[src/rtl/starfield_projection_step_assert.svh]
// ----------------------------------------------------------------------------
// starfield_projection_step_assert.svh
// Assertion macros used by the starfield RTL. Each one samples on clk_i and
// is quiet while rst_ni is low.
// ----------------------------------------------------------------------------
`ifndef STARFIELD_PROJECTION_STEP_ASSERT_SVH
`define STARFIELD_PROJECTION_STEP_ASSERT_SVH

// Consequent must hold in the same cycle as the antecedent.
`define SFP_ASSERT_NOW(lbl, ante, cons, msg) \
  lbl: assert property (@(posedge clk_i) disable iff (!rst_ni) (ante) |-> (cons)) \
    else $error(msg);

// Consequent must hold in the cycle after the antecedent.
`define SFP_ASSERT_NEXT(lbl, ante, cons, msg) \
  lbl: assert property (@(posedge clk_i) disable iff (!rst_ni) (ante) |=> (cons)) \
    else $error(msg);

`endif

[src/rtl/sfp_ram.sv]
// ----------------------------------------------------------------------------
// sfp_ram
// Generic simple dual-port RAM: one write port, one read port, registered read.
// ----------------------------------------------------------------------------
module sfp_ram #(
  parameter int unsigned WIDTH  = 8,
  parameter int unsigned DEPTH  = 16,
  parameter int unsigned ADDR_W = (DEPTH > 1) ? $clog2(DEPTH) : 1
) (
  input  logic              clk_i,
  input  logic              we_i,
  input  logic [ADDR_W-1:0] waddr_i,
  input  logic [WIDTH-1:0]  wdata_i,
  input  logic              re_i,
  input  logic [ADDR_W-1:0] raddr_i,
  output logic [WIDTH-1:0]  rdata_o
);

  logic [WIDTH-1:0] mem_q [DEPTH];
  logic [WIDTH-1:0] rdata_q;

  always_ff @(posedge clk_i) begin
    if (we_i) begin
      mem_q[waddr_i] <= wdata_i;
    end
    if (re_i) begin
      rdata_q <= mem_q[raddr_i];
    end
  end

  assign rdata_o = rdata_q;

endmodule

[config.mk]
export PLATFORM = sky130hd
export DESIGN_NAME = sfp_ram
export DESIGN_NICKNAME = d
export VERILOG_FILES = /design/src/rtl/starfield_projection_step_assert.svh /design/src/rtl/sfp_ram.sv
export SDC_FILE = /design/constraint.sdc
export NUM_CORES = 1
export LEC_CHECK = 0
export ABC_CLOCK_PERIOD_IN_PS = 3350
export BUFFER_PORTS_ARGS = -buffer_cell sky130_fd_sc_hd__buf_2
export CAP_MARGIN = 5
export CORE_UTILIZATION = 35
export CTS_CLUSTER_DIAMETER = 150
export DETAILED_ROUTE_END_ITERATION = 10
export HOLD_SLACK_MARGIN = 0.12
export PLACE_DENSITY_LB_ADDON = 0.05
export SLEW_MARGIN = 15
export SYNTH_ARGS = -nofsm -noshare
export SYNTH_HDL_FRONTEND = slang
export SYNTH_SLANG_ARGS = --single-unit
[constraint.sdc]
create_clock -name clk_i -period 3.35 [get_ports clk_i]
set_clock_uncertainty 0.15 [all_clocks]
set_input_delay 0.335 -clock clk_i [delete_from_list [all_inputs] [get_ports clk_i]]
set_output_delay 0.335 -clock clk_i [all_outputs]
set_load 0.02 [all_outputs]
==> impl_results.md, run 1 <==
- H-tree Lvls: 4
- N_diodes: 0
- Crit path max-delay family: buffers and inverters
- Max cap viols: 0
- Cell Area, Placed: around 0.0056 mm²
- Post-CTS setup buffers: 0
- Clock buffer depth: 2
- Placeable Area: 0.01453 mm²
- Register area share after synthesis: around four fifths
- Layout cells sized above 1: 29.27%
- Tmin final: 1.926 ns
- Initial DRC count: 240
- Post-DR vias/cell: between 5 and 6
- Port Buffers: 26
- DP Wirelength: 6861 µm
- Root buffer cell: clkbuf_16
- Slowest stage delay, CP: 0.59 ns
- Crit path arrival time: 1.92 ns
- Crit path cell chain: buf_2 -> buf_4 -> mux4_2 -> a22oi_1 -> nand2_1
- Slew Viols, Final: 0
- Io pins: 27
- Pwr Total: 0.004017 W
- Largest net degree at the start of global routing: 33
- Synth Instances: 229
- Die width: around 120 µm
- Worst Path Required: 3.34 ns
- Via count: approximately 2400
- Area grow syn2layout: 18.36%
- Final Setup Violations: 0
- Ys Warns: 0
- Design area: 0.006187 mm²
- Die ar.: 0.01543 mm²
- Final setup TNS: 0 ns
- Synth top area cells: edfxtp_1 78%, mux4_2 7.8%, mux4_1 7.0%, a22oi_1 2.3%, nor2_1 0.93%
- Hold Crit Class: primary input to flop
- Row Count: 44
- Synth top area share: 78.12%
- First-pass GRT wire length: 16070 µm
- # resized after CTS: 0
- Initial antenna violation count: 1
- Critical path endpoint category: flop
- Most frequent cells in the layout: 136 x edfxtp_1, 26 x buf_2, 18 x mux4_2
- Clock-pin slew on the worst setup and hold paths: 0.06 ns
- Synth Register Bits: ~140
- Clock Latency Late Sink: 0.41 ns
- RSZ-0062 raised after global routing: no
- Clk sinks: 136
- Fin crit share: 57.48%
- Status: finished clean
- WS Path Type: primary input to flop
- Syn Nets: 248
- Post-route ant nets: 0
- Final Hold Violating Endpoints: 0
- Starting Density: 35.97%
- CTS tree: built
- Slowest cell on the critical path: mux4_2
- Fin nets: 293
- GRT Total Usage: 15.00%
- Area leader, netlist: edfxtp_1
- Global route total overflow: 0
- Syn Std Cell Area: 0.005228 mm²
- GPL Wtd Cong: 0.6941
- Crit path buf inv count: 2
- Setup crit start kind: primary input
- Critical path peak fanout: 13
- # hold bufs at CTS: 0
- Syn avg cell area: 22.83 µm²
- Die H: 124.2 µm
- Most common cell after layout, fill and taps aside: edfxtp_1
- Slew margin rel.: 32.44%
- WL/cell: 22.70 µm
- Cell area power density: about 650 mW/mm²
- Distinct cells, synth: 18
- Detailed Routing Iterations Pass 1: 4
- Cts bufs inserted: 17
- Peak supply drop: 0.3615 mV
- WL final: 10690 µm
- Worst Tran Pin Value: 1.010 ns
- FMAX: just over 0.5 GHz
- DR DRC count: 0
- Number of global-route vias before repair: 2555
- Leakage power: 2.048 nW
-- final cells by class --
type,count,area (µm²)
Clock buffer,18,429.2
Clock inverter,14,181.4
Fill cell,1280,8347
Multi-Input combinational cell,83,1057
Sequential cell,136,4084
Tap cell,184,230.2
Timing Repair Buffer,36,205.2
-- metal layers --
layer,up-vias,GRT usage [%],wire length (µm)
li1,1072,-,-
met1,1258,20.70,5124
met2,45,22.13,5046
met3,15,4.483,359
met4,2,6.166,153
met5,-,0,10
-- worst paths after layout --
path | cells after the start | to | slack (ns) | start
worst max-delay path | 5 | rdata_o[1] | 1.42 | raddr_i[0]
worst min-delay path | 1 | rdata_o[2] | 0.16 | re_i
worst max register to register | 3 | rdata_o[0] | 1.62 | mem_q[5][0]
worst min register to register | 3 | rdata_o[4] | 0.60 | mem_q[8][4]
-- registers in the layout (all words and copies together), names as in the netlist --
register  cells
mem_q       128
rdata_o       8
-- through the flow --
step,hold WS [ns],setup slack (ns),utilization [%],cells
global placement,0.5685,0.9386,38.37,439
detailed placement,0.5856,0.9136,38.37,439
global route,0.1495,1.316,42.57,471
floorplan,0.2839,1.372,-,229
finish,0.1564,1.424,42.57,471
CTS,0.1469,1.360,42.57,471
-- kinds of logic after synthesis --
logic type | after synthesis | synth area share (%)
AO/OA/AOI/OAI | 16 | 2.298
buffers and inverters | 10 | 1.651
flip-flops | 136 | 78.12
multiplexers | 32 | 14.79
AND/OR/NAND/NOR | 35 | 3.136
-- Yosys cell counts, drive strengths merged --
cell type      instances
nor2b                  1
and2                   1
a22oi                 16
nand3                  1
mux4                  32
nor2                  13
and2b                  1
or3b                   1
clkdlybuf4s25          3
nand2                  9
edfxtp               136
nand3b                 2
buf                    7
nand2b                 2
nor3                   4
-- power by group --
part	switching [W]	total, W	internal (W)
registers	0.00000980	0.00193	0.00192
logic	0.000110	0.000179	0.0000696
clock network	0.000675	0.00191	0.00123
total	0.000794	0.00402	0.00322
(Power assumes the default switching activity.)
==> inputs of run 2 (changes only) <==
--- a/config.mk
+++ b/config.mk
@@ -5,7 +5,7 @@
 export SDC_FILE = /design/constraint.sdc
 export NUM_CORES = 1
 export LEC_CHECK = 0
-export ABC_CLOCK_PERIOD_IN_PS = 3350
+export ABC_CLOCK_PERIOD_IN_PS = 1600
 export BUFFER_PORTS_ARGS = -buffer_cell sky130_fd_sc_hd__buf_2
 export CAP_MARGIN = 5
 export CORE_UTILIZATION = 35
==> constraint.sdc (replaced) <==
create_clock -name clk_i -period 1.6 [get_ports clk_i]
set_clock_uncertainty 0.15 [all_clocks]
set_input_delay 0.16 -clock clk_i [delete_from_list [all_inputs] [get_ports clk_i]]
set_output_delay 0.16 -clock clk_i [all_outputs]
set_load 0.02 [all_outputs]
==> run 2 against run 1 <==
Against the previous run: clock power up 100%; combinational power rose to 2.6 times the previous value; sequential power up 110%; utilization up 2.1 points; largest cell class unchanged.
==> impl_results.md, run 2 (synthesis gave the netlist of run 1 again) <==
- Most common cell after layout, fill and taps aside: edfxtp_1
- Final Setup Violations: 0
- GRT Total Usage: 15.97%
- Clk sinks: 136
- Global route total overflow: 0
- Initial DRC count: approximately 170
- Most frequent cells in the layout: 136 x edfxtp_1, 26 x buf_2, 26 x buf_4
- Clock buffer depth: 2
- Cell Area, Placed: 0.005802 mm²
- Post-CTS setup buffers: 0
- Root buffer cell: clkbuf_16
- Worst Tran Pin Value: approximately 1.1 ns
- Design area: approximately 0.0065 mm²
- N_diodes: 0
- Status: finished clean
- Crit path cell chain: mux4_2 -> a22oi_2 -> nand2_1
- Critical path peak fanout: 1
- Detailed Routing Iterations Pass 1: 4
- WL final: 11190 µm
- Slowest cell on the critical path: mux4_2
- Fin crit share: 98.85%
- Cts bufs inserted: 17
- Via count: 2517
- Hold Crit Class: primary input to flop
- Hold_ws: between 0.15 and 0.2 ns
- Initial antenna violation count: 0
- First-pass GRT wire length: between 15000 and 20000 µm
- Clock Latency Late Sink: 0.42 ns
- H-tree Lvls: 4
- Slowest stage delay, CP: 0.49 ns
- Die width: ~120 µm
- Number of global-route vias before repair: around 2700
- Io pins: 27
- Clock-pin slew on the worst setup and hold paths: approximately 0.06 ns
- Setup crit start kind: flop
- Placeable Area: ~0.015 mm²
- Post-route ant nets: 0
- Starting Density: 35.97%
- DR DRC count: 0
- Max cap viols: 0
- Final Hold Violating Endpoints: 0
- Largest net degree at the start of global routing: 17
- Die H: 124.2 µm
- DP Wirelength: 7282 µm
- Largest register FFs: between 100 and 150
- CTS tree: built
- Slew Viols, Final: 0
- GPL Wtd Cong: roughly 0.7
- RSZ-0062 raised after global routing: yes
- Cell area power density: 1285 mW/mm²
- WL/cell: 22.33 µm
- Row Count: 44
- FMAX: ~0.63 GHz
- Final setup TNS: 0 ns
- Largest Register: mem_q
- Layout cells sized above 1: between 30% and 40%
- Fin nets: about 320
- Crit path arrival time: 1.58 ns
- Critical path endpoint category: flop
- Leakage power: roughly 2.2 nW
- Port Buffers: 26
- Tmin final: roughly 1.6 ns
- WS Path Type: flop to flop
- Worst Path Required: 1.60 ns
- Peak supply drop: 0.7319 mV
- Area grow syn2layout: 24.29%
- Slew margin rel.: 29.14%
- Flop2flop setup slack: 0.02 ns
- Post-DR vias/cell: about 5.0
- Die ar.: roughly 0.015 mm²
-- run 2: changes by cell type in the layout (fill, tap and decap cells not counted), sizes merged --
| cell | previous run | this run |
|---|---|---|
| bufinv | 4 | 3 |
| dlygate4sd3 | 0 | 9 |
| buf | 36 | 57 |
| clkinv | 6 | 8 |
| clkinvlp | 4 | 3 |
-- run 2: routing by layer --
metal | global-route usage, % | up-vias | part of all wire [%] | wire (µm)
met5 | 0 | - | 0 | 0
met4 | 8.363 | 0 | 2.7 | 307
met3 | 4.353 | 23 | 4.0 | 446
met2 | 22.94 | 60 | 45 | 5045
met1 | 22.16 | 1306 | 48 | 5389
li1 | - | 1128 | - | -
-- run 2: final timing paths --
check	depth (start not counted)	startpoint	endpoint
setup / recovery	3	mem_q[4][0]	rdata_o[0]
setup reg to reg	3	mem_q[4][0]	rdata_o[0]
hold / removal	3	waddr_i[0]	mem_q[0][0]
hold reg to reg	3	mem_q[14][6]	rdata_o[6]
-- run 2: final cells by class --
type / count / area [µm²]
Fill cell: 1266 / 8036
Sequential cell: 136 / 4084
Multi-Input combinational cell: 83 / 1081
Timing Repair Buffer: 66 / 515.5
Clock buffer: 18 / 429.2
Tap cell: 184 / 230.2
Clock inverter: 14 / 157.7
-- run 2: stage by stage --
step	total power [W]	setup slack (ns)	std cells	util, %
after floorplan	0.004329	0.007585	229	-
after global placement	0.004547	-0.3839	460	39.92
after detailed placement	0.004546	-0.3636	460	39.92
after CTS	0.008430	-0.01235	501	44.71
after global routing	0.008592	-0.04281	501	44.71
final	0.008351	0.01839	501	44.71
-- run 2: report_power, final --
group / internal (W) / total, W / switching, W
clock network: 0.00243 / 0.00385 / 0.00143
logic: 0.000207 / 0.000461 / 0.000254
registers: 0.00402 / 0.00404 / 0.0000205
-- run 2: repair_timing --
action | 4_1_cts | 5_1_grt
endpoints found under the hold margin | 136 | 0
pin swaps | 5 | 5
setup endpoints to repair | 8 | 6
gates cloned | 0 | 0
gates resized for setup | 11 | 5
hold buffers | 9 | 0
-- run 2: worst max-delay path: cells and delay by family (launching register included) --
kind	cells	cell delay (ns)
multiplexers	1	0.49
flip-flops	1	0.38
AO/OA/AOI/OAI	1	0.17
AND/OR/NAND/NOR	1	0.12
==> inputs of run 3 (changes only) <==
--- a/config.mk
+++ b/config.mk
@@ -13,6 +13,7 @@
 export DETAILED_ROUTE_END_ITERATION = 10
 export HOLD_SLACK_MARGIN = 0.12
 export PLACE_DENSITY_LB_ADDON = 0.05
+export REMOVE_ABC_BUFFERS = 1
 export SLEW_MARGIN = 15
 export SYNTH_ARGS = -nofsm -noshare
 export SYNTH_HDL_FRONTEND = slang
==> run 3 against run 2 <==
Against the previous run: global-route usage increased by 0.086 points; sequential power about the same; utilization decreased by 0.70 points; first-iteration DRC count increased by 5.8%; critical path type unchanged; combinational power increased by 0.9%; setup slack got worse by 0.014 ns; sequential share of layout area increased by 1.0 points; largest power group unchanged; largest cell class unchanged; final cell count decreased by 0.80%.
==> impl_results.md, run 3 (synthesis gave the netlist of run 1 again) <==
- Status: finished clean
- Crit path cell chain: mux4_2 -> a22oi_2 -> nand2_1
- Design area: 0.006396 mm²
- Clock Latency Late Sink: between 0.4 and 0.5 ns
- Max cap viols: 0
- WS Path Type: flop to flop
- Root buffer cell: clkbuf_16
- Non-filler instance count after layout: ~500
- RSZ-0062 raised after global routing: yes
- Port Buffers: 26
- Tmin final: 1.596 ns
- Final Setup Violations: 0
- Cell Area, Placed: 0.005749 mm²
- Io pins: 27
- Fin nets: 319
- Worst Tran Pin Value: ~0.85 ns
- Slowest stage delay, CP: 0.52 ns
- Crit path buf inv count: 0
- Layout cells sized above 1: 38.02%
- DR DRC count: 0
- Post-route ant nets: 0
- Area of the multi-input gates: around 0.0011 mm²
- Number of global-route vias before repair: 2651
- Most frequent cells in the layout: 136 x edfxtp_1, 28 x mux4_2, 26 x buf_2
- CTS tree: built
- Crit path max-delay family: multiplexers
- Row Count: 44
- Initial antenna violation count: 0
- PnR worst setup slack: 0.004416 ns
- GRT Total Usage: ~16%
- Pre-CTS WS: -0.3982 ns
- Die width: 124.2 µm
- Post-DR vias/cell: roughly 5
- Clock-pin slew on the worst setup and hold paths: roughly 0.05 ns
- H-tree Lvls: 4
- Global route total overflow: 0
- Reg area: 0.004084 mm²
- GPL Wtd Cong: about 0.66
- Fin crit share: 99.72%
- Area grow syn2layout: 22.36%
- Largest register FFs: 128
- Via count: roughly 2500
- Hold Crit Class: primary input to flop
- Worst Path Required: 1.59 ns
- Crit path arrival time: 1.59 ns
- Die H: 124.2 µm
- WL/cell: 23.09 µm
- Hold_ws: ~0.17 ns
- Placed cell count: 457
- Cts bufs inserted: 17
- Clk sinks: 136
- Setup crit start kind: flop
- Starting Density: 35.97%
- N_diodes: 0
- Detailed Routing Iterations Pass 1: 4
- Slew margin rel.: 43.29%
- Leakage power: 2.135 nW
- FMAX: 0.6267 GHz
- Die ar.: 0.01543 mm²
- Largest Register: mem_q
- Most common cell after layout, fill and taps aside: edfxtp_1
- Largest net degree at the start of global routing: 22
- Slew Viols, Final: 0
- Clock buffer depth: 2
- First-pass GRT wire length: ~17000 µm
- Critical path peak fanout: 1
- Peak supply drop: between 0.7 and 0.8 mV
- Fillcell total: 1321
- Placeable Area: between 0.01 and 0.015 mm²
- Final Hold Violating Endpoints: 0
- Initial DRC count: 183
- Critical path endpoint category: flop
- Slowest cell on the critical path: mux4_2
- WL final: approximately 11000 µm
- DP Wirelength: between 7000 and 8000 µm
- Cell area power density: 1269 mW/mm²
run 3: final timing paths:
check | start | end | slack [ns] | depth (start not counted)
worst min-delay path | waddr_i[0] | mem_q[4][2] | 0.17 | 3
worst max-delay path | mem_q[6][1] | rdata_o[1] | 0.004 | 3
worst max register to register | mem_q[6][1] | rdata_o[1] | 0.004 | 3
worst min register to register | mem_q[10][7] | rdata_o[7] | 0.61 | 3
run 3: worst min-delay path, cell delays in order:
cell,delay [ns]
buf_2,0.15
nor3_1,0.07
buf_4,0.18
run 3: through the flow:
| step | total power (W) | utilization (%) | TNS (ns) |
|---|---|---|---|
| after floorplan | 0.004286 | - | -1.623 |
| after global placement | 0.004546 | 39.56 | -3.003 |
| after detailed placement | 0.004550 | 39.56 | -3.289 |
| after CTS | 0.008227 | 44.06 | -0.03339 |
| after global routing | 0.008391 | 44.01 | -0.1487 |
| final | 0.008118 | 44.01 | 0 |
run 3: layer usage:
layer | up-vias | global-route usage (%) | share of wire, %
met5 | - | 0 | 0
met4 | 0 | 6.591 | 1.3
met3 | 12 | 3.621 | 3.2
met2 | 57 | 24.08 | 47
met1 | 1308 | 22.62 | 48
li1 | 1116 | - | -
run 3: final cells by class:
cell class	instances	area share, %
Clock buffer	21	6.886
Multi-Input combinational cell	83	16.80
Clock inverter	11	1.663
Sequential cell	136	63.85
Tap cell	184	3.599
Timing Repair Buffer	62	7.199
run 3: timing repair:
action | 4_1_cts | 5_1_grt
resized for setup | 14 | 7
pin swaps | 5 | 5
endpoints found under the setup margin | 8 | 7
hold buffers | 9 | 0
hold endpoints to repair | 136 | 0
buffers inserted | 0 | 0
run 3: power by group:
part           leakage [nW]  total (W)  switching, W  internal (W)
clock                 0.273    0.00362       0.00135       0.00226
combinational         0.626   0.000465      0.000266      0.000199
sequential             1.24    0.00404     0.0000205       0.00402
total                  2.14    0.00812       0.00164       0.00648
